### config.mk
export PLATFORM = sky130hd
export DESIGN_NAME = longest_prefix_route_lookup
export DESIGN_NICKNAME = d
export VERILOG_FILES = /design/src/lpr_pkg.sv /design/src/lpr_ram.sv /design/src/lpr_match.sv /design/src/longest_prefix_route_lookup.sv
export SDC_FILE = /design/constraint.sdc
export NUM_CORES = 2
export LEC_CHECK = 0
export BUFFER_PORTS_ARGS = -buffer_cell sky130_fd_sc_hd__buf_2
export CAP_MARGIN = 10
export CORE_ASPECT_RATIO = 0.75
export CORE_UTILIZATION = 30
export CTS_BUF_LIST = sky130_fd_sc_hd__clkbuf_8
export DETAILED_ROUTE_END_ITERATION = 10
export PLACE_DENSITY = 0.57
export SLEW_MARGIN = 20
export SYNTH_ARGS = -nofsm -noshare
export SYNTH_HDL_FRONTEND = slang
export SYNTH_SLANG_ARGS = --single-unit
### constraint.sdc
create_clock -name clk_i -period 6.7 [get_ports clk_i]
set_input_delay 0 -clock clk_i [delete_from_list [all_inputs] [get_ports clk_i]]
set_output_delay 0 -clock clk_i [all_outputs]
set_load 0.005 [all_outputs]
### src/lpr_pkg.sv
// ----------------------------------------------------------------------------
// lpr_pkg
// Shared types and constants for the longest-prefix route lookup block.
// ----------------------------------------------------------------------------
package lpr_pkg;

  localparam int unsigned ROUTES     = 32;
  localparam int unsigned INTERFACES = 4;

  localparam int unsigned CntW  = $clog2(ROUTES + 1);
  localparam int unsigned AddrW = (ROUTES > 1) ? $clog2(ROUTES) : 1;

  localparam logic [5:0]  MaxLen  = 6'd32;
  localparam logic [7:0]  TtlMin  = 8'd2;
  localparam logic [31:0] AllOnes = 32'hFFFF_FFFF;

  typedef enum logic [0:0] {
    FuncAdd    = 1'b0,
    FuncLookup = 1'b1
  } func_e;

  typedef enum logic [2:0] {
    StAdded     = 3'd0,
    StForwarded = 3'd1,
    StDropTtl   = 3'd2,
    StDropNoRte = 3'd3,
    StFull      = 3'd4
  } status_e;

  typedef enum logic [2:0] {
    FsmIdle,
    FsmScan,
    FsmDrain,
    FsmFinal,
    FsmPush
  } fsm_e;

  typedef struct packed {
    logic        func;
    logic [31:0] route_prefix_in;
    logic [5:0]  prefix_len_in;
    logic        hop_present;
    logic [31:0] hop_address_in;
    logic [1:0]  iface_in;
    logic [31:0] dst_address;
    logic [7:0]  ttl_in;
  } lpr_req_t;

  typedef struct packed {
    status_e     status;
    logic [1:0]  out_iface;
    logic [31:0] next_hop_out;
    logic [7:0]  ttl_out;
  } lpr_rsp_t;

  // One stored route, one RAM word.
  typedef struct packed {
    logic [31:0] prefix;
    logic [5:0]  plen;
    logic        hop_flag;
    logic [31:0] hop_addr;
    logic [1:0]  iface;
  } route_entry_t;

  // Best match so far, handed from the match unit to the controller.
  typedef struct packed {
    logic        found;
    logic [5:0]  plen;
    logic        hop_flag;
    logic [31:0] hop_addr;
    logic [1:0]  iface;
  } best_t;

endpackage

### src/lpr_ram.sv
// ----------------------------------------------------------------------------
// lpr_ram
// Generic single-port-write, single-port-read RAM with registered read data.
// ----------------------------------------------------------------------------
module lpr_ram #(
  parameter int unsigned Width = 8,
  parameter int unsigned Depth = 16
) (
  input  logic                                   clk_i,
  input  logic                                   we_i,
  input  logic [((Depth > 1) ? $clog2(Depth) : 1)-1:0] waddr_i,
  input  logic [Width-1:0]                       wdata_i,
  input  logic                                   re_i,
  input  logic [((Depth > 1) ? $clog2(Depth) : 1)-1:0] raddr_i,
  output logic [Width-1:0]                       rdata_o
);

  logic [Width-1:0] mem_q [Depth];
  logic [Width-1:0] rdata_q;

  always_ff @(posedge clk_i) begin
    if (we_i) begin
      mem_q[waddr_i] <= wdata_i;
    end
    if (re_i) begin
      rdata_q <= mem_q[raddr_i];
    end
  end

  assign rdata_o = rdata_q;

endmodule

### src/lpr_match.sv
// ----------------------------------------------------------------------------
// lpr_match
// Compare one route word per cycle against the destination and keep the
// longest match; a later entry of equal length replaces the earlier one.
// ----------------------------------------------------------------------------
module lpr_match (
  input  logic                  clk_i,
  input  logic                  rst_ni,
  input  logic                  clear_i,
  input  logic                  valid_i,
  input  lpr_pkg::route_entry_t entry_i,
  input  logic [31:0]           dst_i,
  output lpr_pkg::best_t        best_o
);
  import lpr_pkg::*;

  best_t       best_q, best_d;
  logic [31:0] mask;
  logic        hit;

  // Shift by 32 yields zero, so a full-length prefix gets an all-ones mask.
  assign mask = ~(AllOnes >> entry_i.plen);
  assign hit  = (((dst_i ^ entry_i.prefix) & mask) == '0) &&
                (entry_i.plen >= best_q.plen);

  always_comb begin
    best_d = best_q;
    if (clear_i) begin
      best_d = '0;
    end else if (valid_i && hit) begin
      best_d.found    = 1'b1;
      best_d.plen     = entry_i.plen;
      best_d.hop_flag = entry_i.hop_flag;
      best_d.hop_addr = entry_i.hop_addr;
      best_d.iface    = entry_i.iface;
    end
  end

  always_ff @(posedge clk_i or negedge rst_ni) begin
    if (!rst_ni) begin
      best_q <= '0;
    end else begin
      best_q <= best_d;
    end
  end

  assign best_o = best_q;

endmodule

### src/longest_prefix_route_lookup.sv
// ----------------------------------------------------------------------------
// longest_prefix_route_lookup
// IPv4 forwarding table: add-route items append to a route RAM, lookup items
// scan it for the longest matching prefix and return interface and next hop.
// ----------------------------------------------------------------------------
// Order: an add, a refusal or an early drop passes from idle to push and then to
//   the output register; a lookup passes scan (one route RAM read per route),
//   drain, final and push. One item at a time: the next transfer is taken once
//   the result is in the output register, later under output stall.
// Reset: route count and control clear at once; the route RAM is not cleared,
//   since only entries below the route count are ever read.
module longest_prefix_route_lookup (
  input  logic              clk_i,
  input  logic              rst_ni,
  input  logic              in_valid_i,
  output logic              in_ready_o,
  input  lpr_pkg::lpr_req_t in_data_i,
  output logic              out_valid_o,
  input  logic              out_ready_i,
  output lpr_pkg::lpr_rsp_t out_data_o
);
  import lpr_pkg::*;

  fsm_e              state_q, state_d;
  logic [CntW-1:0]   count_q, count_d;
  logic [AddrW-1:0]  raddr_q, raddr_d;
  logic [AddrW-1:0]  last_addr;
  logic              rd_vld_q;
  logic [31:0]       dst_q, dst_d;
  logic [7:0]        ttl_q, ttl_d;
  lpr_rsp_t          res_q, res_d;
  lpr_rsp_t          out_q, out_d;
  logic              out_valid_q, out_valid_d;

  logic              out_free;
  logic              table_full;
  logic              ram_we;
  logic              ram_re;
  route_entry_t      wentry;
  route_entry_t      rentry;
  logic              match_clear;
  best_t             best;

  assign out_free   = !out_valid_q || out_ready_i;
  assign table_full = (count_q == CntW'(ROUTES));
  assign last_addr  = AddrW'(count_q - CntW'(1));

  // Saturate the prefix length; a direct route stores a zero hop.
  always_comb begin
    wentry.prefix   = in_data_i.route_prefix_in;
    wentry.plen     = (in_data_i.prefix_len_in > MaxLen) ? MaxLen
                                                         : in_data_i.prefix_len_in;
    wentry.hop_flag = in_data_i.hop_present;
    wentry.hop_addr = in_data_i.hop_present ? in_data_i.hop_address_in : '0;
    wentry.iface    = in_data_i.iface_in;
  end

  // Writes happen only at an input transfer in idle, reads only in scan,
  // so the two never touch the same entry in the same cycle.
  lpr_ram #(
    .Width($bits(route_entry_t)),
    .Depth(ROUTES)
  ) u_route_ram (
    .clk_i  (clk_i),
    .we_i   (ram_we),
    .waddr_i(count_q[AddrW-1:0]),
    .wdata_i(wentry),
    .re_i   (ram_re),
    .raddr_i(raddr_q),
    .rdata_o(rentry)
  );

  lpr_match u_match (
    .clk_i  (clk_i),
    .rst_ni (rst_ni),
    .clear_i(match_clear),
    .valid_i(rd_vld_q),
    .entry_i(rentry),
    .dst_i  (dst_q),
    .best_o (best)
  );

  always_comb begin
    state_d     = state_q;
    count_d     = count_q;
    raddr_d     = raddr_q;
    dst_d       = dst_q;
    ttl_d       = ttl_q;
    res_d       = res_q;
    out_d       = out_q;
    out_valid_d = out_valid_q;
    in_ready_o  = 1'b0;
    ram_we      = 1'b0;
    ram_re      = 1'b0;
    match_clear = 1'b0;

    // Drain the output register on transfer.
    if (out_valid_q && out_ready_i) begin
      out_valid_d = 1'b0;
    end

    unique case (state_q)
      FsmIdle: begin
        // Ready is high throughout idle, so valid alone marks a transfer.
        in_ready_o = 1'b1;
        if (in_valid_i) begin
          res_d = '0;
          if (in_data_i.func == FuncAdd) begin
            if (table_full) begin
              res_d.status = StFull;
            end else begin
              res_d.status = StAdded;
              ram_we       = 1'b1;
              count_d      = count_q + CntW'(1);
            end
            state_d = FsmPush;
          end else if (in_data_i.ttl_in < TtlMin) begin
            res_d.status = StDropTtl;
            state_d      = FsmPush;
          end else if (count_q == '0) begin
            res_d.status = StDropNoRte;
            state_d      = FsmPush;
          end else begin
            dst_d       = in_data_i.dst_address;
            ttl_d       = in_data_i.ttl_in;
            raddr_d     = '0;
            match_clear = 1'b1;
            state_d     = FsmScan;
          end
        end
      end
      FsmScan: begin
        // Issue one read per cycle; data meets the match unit in the next cycle.
        ram_re = 1'b1;
        if (raddr_q == last_addr) begin
          state_d = FsmDrain;
        end else begin
          raddr_d = raddr_q + AddrW'(1);
        end
      end
      FsmDrain: begin
        // Last read word is compared at the end of this cycle.
        state_d = FsmFinal;
      end
      FsmFinal: begin
        res_d = '0;
        if (!best.found || (32'(best.iface) >= INTERFACES)) begin
          res_d.status = StDropNoRte;
        end else begin
          res_d.status       = StForwarded;
          res_d.out_iface    = best.iface;
          res_d.next_hop_out = best.hop_flag ? best.hop_addr : dst_q;
          res_d.ttl_out      = ttl_q - 8'd1;
        end
        state_d = FsmPush;
      end
      FsmPush: begin
        // Hold the result until the output register is free.
        if (out_free) begin
          out_d       = res_q;
          out_valid_d = 1'b1;
          state_d     = FsmIdle;
        end
      end
      default: begin
        state_d = FsmIdle;
      end
    endcase
  end

  always_ff @(posedge clk_i or negedge rst_ni) begin
    if (!rst_ni) begin
      state_q     <= FsmIdle;
      count_q     <= '0;
      raddr_q     <= '0;
      rd_vld_q    <= 1'b0;
      out_valid_q <= 1'b0;
    end else begin
      state_q     <= state_d;
      count_q     <= count_d;
      raddr_q     <= raddr_d;
      rd_vld_q    <= ram_re;
      out_valid_q <= out_valid_d;
    end
  end

  always_ff @(posedge clk_i) begin
    dst_q <= dst_d;
    ttl_q <= ttl_d;
    res_q <= res_d;
    out_q <= out_d;
  end

  assign out_valid_o = out_valid_q;
  assign out_data_o  = out_q;

endmodule

==> results.json <==
{
  "cts_max_level": 5,
  "cp_max_fo": 21,
  "p_leak_nw": 35.57,
  "drv_cap": 0,
  "num_vias": 47050,
  "rsz0062_at_grt": "no",
  "layout_common_cells": "edfxtp_1, mux4_2, clkbuf_8",
  "grt_pass1_vias": 47770,
  "synth_top_area_share": 0.7703,
  "crit_type": "reg2reg",
  "startpoint_type": "flip-flop",
  "drt-initial-drc-count": 5388,
  "die_h_um": 499.4,
  "rows": 182,
  "antenna_left": 0,
  "syn_to_final_growth_pct": 16.02,
  "synth-edff-count": 2539,
  "postRouteWirelength_um": 263800,
  "hold_viol_final": 0,
  "synth_top_cell_by_area": "edfxtp_1",
  "hold_ws_ns": 0.08238,
  "crit_path_end_kind": "flip-flop",
  "worst_skew_pair.late_latency_ns": 1.04,
  "ys_ff_latch": 2597,
  "grt_pass1_wl_um": 368700,
  "numCtsBuffers": 399,
  "start_util": 0.3016,
  "antenna_found_initial": 18,
  "cts_tree": "done",
  "post_cts_buffers": 0,
  "die-area_um2": 332300,
  "gr-usage-all-layers": 0.1560,
  "netlist_instances": 4107,
  "ys_seq_area_frac": 0.7850,
  "placedInstanceArea_um2": 105900,
  "firstDrtPassIters": 5,
  "synth_ff_type": "edfxtp_1",
  "hpwl_um": 148600,
  "async_flop_share": 0.02233,
  "numPortBuffers": 164,
  "synth_warnings": 0,
  "setup_ws_ns": 2.381,
  "fin_crit_sh": 0.6447,
  "status": "finished clean",
  "tns_ns": 0,
  "holdCritPathClass": "in2reg",
  "clock-sinks": 2597,
  "vias_per_cell": 4.966,
  "slew_headroom": 0.1297,
  "cts_root_buf": "clkbuf_8",
  "multiInputGateArea_um2": 20700,
  "syn_avg_cell_area_um2": 24.10,
  "die_w_um": 665.3,
  "vdd_ir_drop_max_mv": 0.2975,
  "syn_nets": 4237,
  "worst-endpoint-required_ns": 7.33,
  "synth.area.top_cells": "edfxtp_1, mux4_2, dfrtp_1",
  "synthesis.area_um2": 98980,
  "layout.nets": 4870,
  "ios": 165,
  "period_needed_ns": 4.319,
  "n_fill_cell": 30250,
  "grt_overflow_total": 0,
  "drive_gt1_frac": 0.3229,
  "slew_violations": 0,
  "power_density_nw_per_um2": 352.5,
  "fmax_ghz": 0.2315,
  "grt_max_degree": 110,
  "drc_errors": 0,
  "clock_path_buffers": 4,
  "final_common_cell": "edfxtp_1",
  "dp_slack_ns": 2.360,
  "worst_slew_pin_slew_ns": 1.295,
  "synth_cell_types": 58,
  "path_clk_slew_ns": 0.06,
  "gp_congestion": 0.8027,
  "design_area_um2": 114800,
  "routedWlPerCell_um": 27.85,
  "worstPathArrival_ns": 4.94,
  "finClkSkew_ns": 0.08821,
  "register_area_um2": 77710,
  "core-area_um2": 328100,
  "final-setup-viol-count": 0
}
-- power by group --
part           leakage (nW)  switching [mW]  total, mW  internal (mW)
Clock                  4.11            6.10       12.1           5.96
Sequential             23.8           0.907       19.6           18.7
Combinational          7.62            4.44       8.79           4.35
-- sequential cells by signal (all words and copies together) (netlist names) --
register,cells
out_valid_o,1
u_match.best_o,42
u_route_ram.rdata_o,73
rd_vld_q,1
res_q,45
u_route_ram.mem_q,2336
ttl_q,8
raddr_q,5
count_q,6
dst_q,32
out_data_o,45
state_q,3
-- critical path, stage by stage (launching register included) --
cell and delay (ns):
dfrtp_1 0.55, or4b_2 0.73, nor2_1 0.17, and2_1 0.32, nand2_1 0.57, nor2_4 1.06, buf_4 0.51
-- cells in the mapped netlist, types with 3 or more instances --
master and number:
dfrtp_1 58, edfxtp_1 2539, buf_1 27, xnor2_1 35
nor2_1 93, xor2_1 18, and3_1 4, and2_1 33
nor3b_1 3, clkbuf_1 138, buf_6 6, nor2b_1 7
mux2_2 73, mux2i_1 73, nand2_1 107, o21ai_0 9
a211oi_1 5, nand4_1 3, nand3_1 4, a31oi_1 3
nor3_1 10, o22ai_1 3, inv_1 16, mux4_2 730
nor4_1 3, o211ai_1 3, buf_2 38, ha_1 12
a21oi_1 15
-- layer usage --
| layer | track usage | vias up | wire [um] |
|---|---|---|---|
| met3 | 0.03296 | 336 | 22220 |
| met1 | 0.2294 | 25810 | 116100 |
| li1 | - | 18800 | - |
| met4 | 0.03805 | 2 | 5975 |
| met2 | 0.2363 | 2097 | 119500 |
| met5 | 0 | - | 11 |
-- logic make-up after synthesis --
group | count (synthesis) | share of synthesized area
AOI/OAI and AO/OA | 59 | 0.004058
adders and majority gates | 12 | 0.001517
muxes | 876 | 0.1818
xor gates and xnor gates | 54 | 0.004917
and+or+nand+nor | 283 | 0.01322
buffers and inverters | 226 | 0.009544
DFF | 2597 | 0.7850
-- worst paths after layout --
| check | endpoint | slack [ns] | startpoint | cells after the start |
|---|---|---|---|---|
| worst min-delay path | u_route_ram.mem_q[9][56] | 0.08 | in_data_i[96] | 2 |
| worst max-delay path | u_route_ram.mem_q[19][71] | 2.38 | state_q[2] | 6 |
| worst max register to register | u_route_ram.mem_q[19][71] | 2.38 | state_q[2] | 6 |
| worst min register to register | out_data_o[33] | 0.40 | res_q[33] | 0 |
| min in group asynchronous | u_match.best_o[11] | 0.58 | rst_ni | 4 |
| max in group asynchronous | raddr_q[2] | 4.78 | rst_ni | 5 |
-- timing repair --
item	4_1_cts	5_1_grt
gates resized for setup	0	0
endpoints found under the setup margin	0	0
hold buffers	166	3
hold endpoints to repair	2486	60
-- cell type report --
cell class	instances	area share
flip-flops and latches	2597	0.6767
multi-input cells	1284	0.1802
clock buffers	413	0.04950
well taps	4416	0.04812
repair buffers	442	0.03228
clock inverters	293	0.01233
inverters	16	0.0005230
diodes	12	0.0002615
-- per-stage QoR --
stage               instances  utilization  total power, mW
finish                   9473       0.3500            40.48
CTS                      9456       0.3495            40.90
global placement         8583       0.3226            28.69
floorplan                4107            -            25.64
global route             9466       0.3499            42.03
detailed placement       8584       0.3228            28.74
No activity file was read; power rests on OpenSTA's default activity.
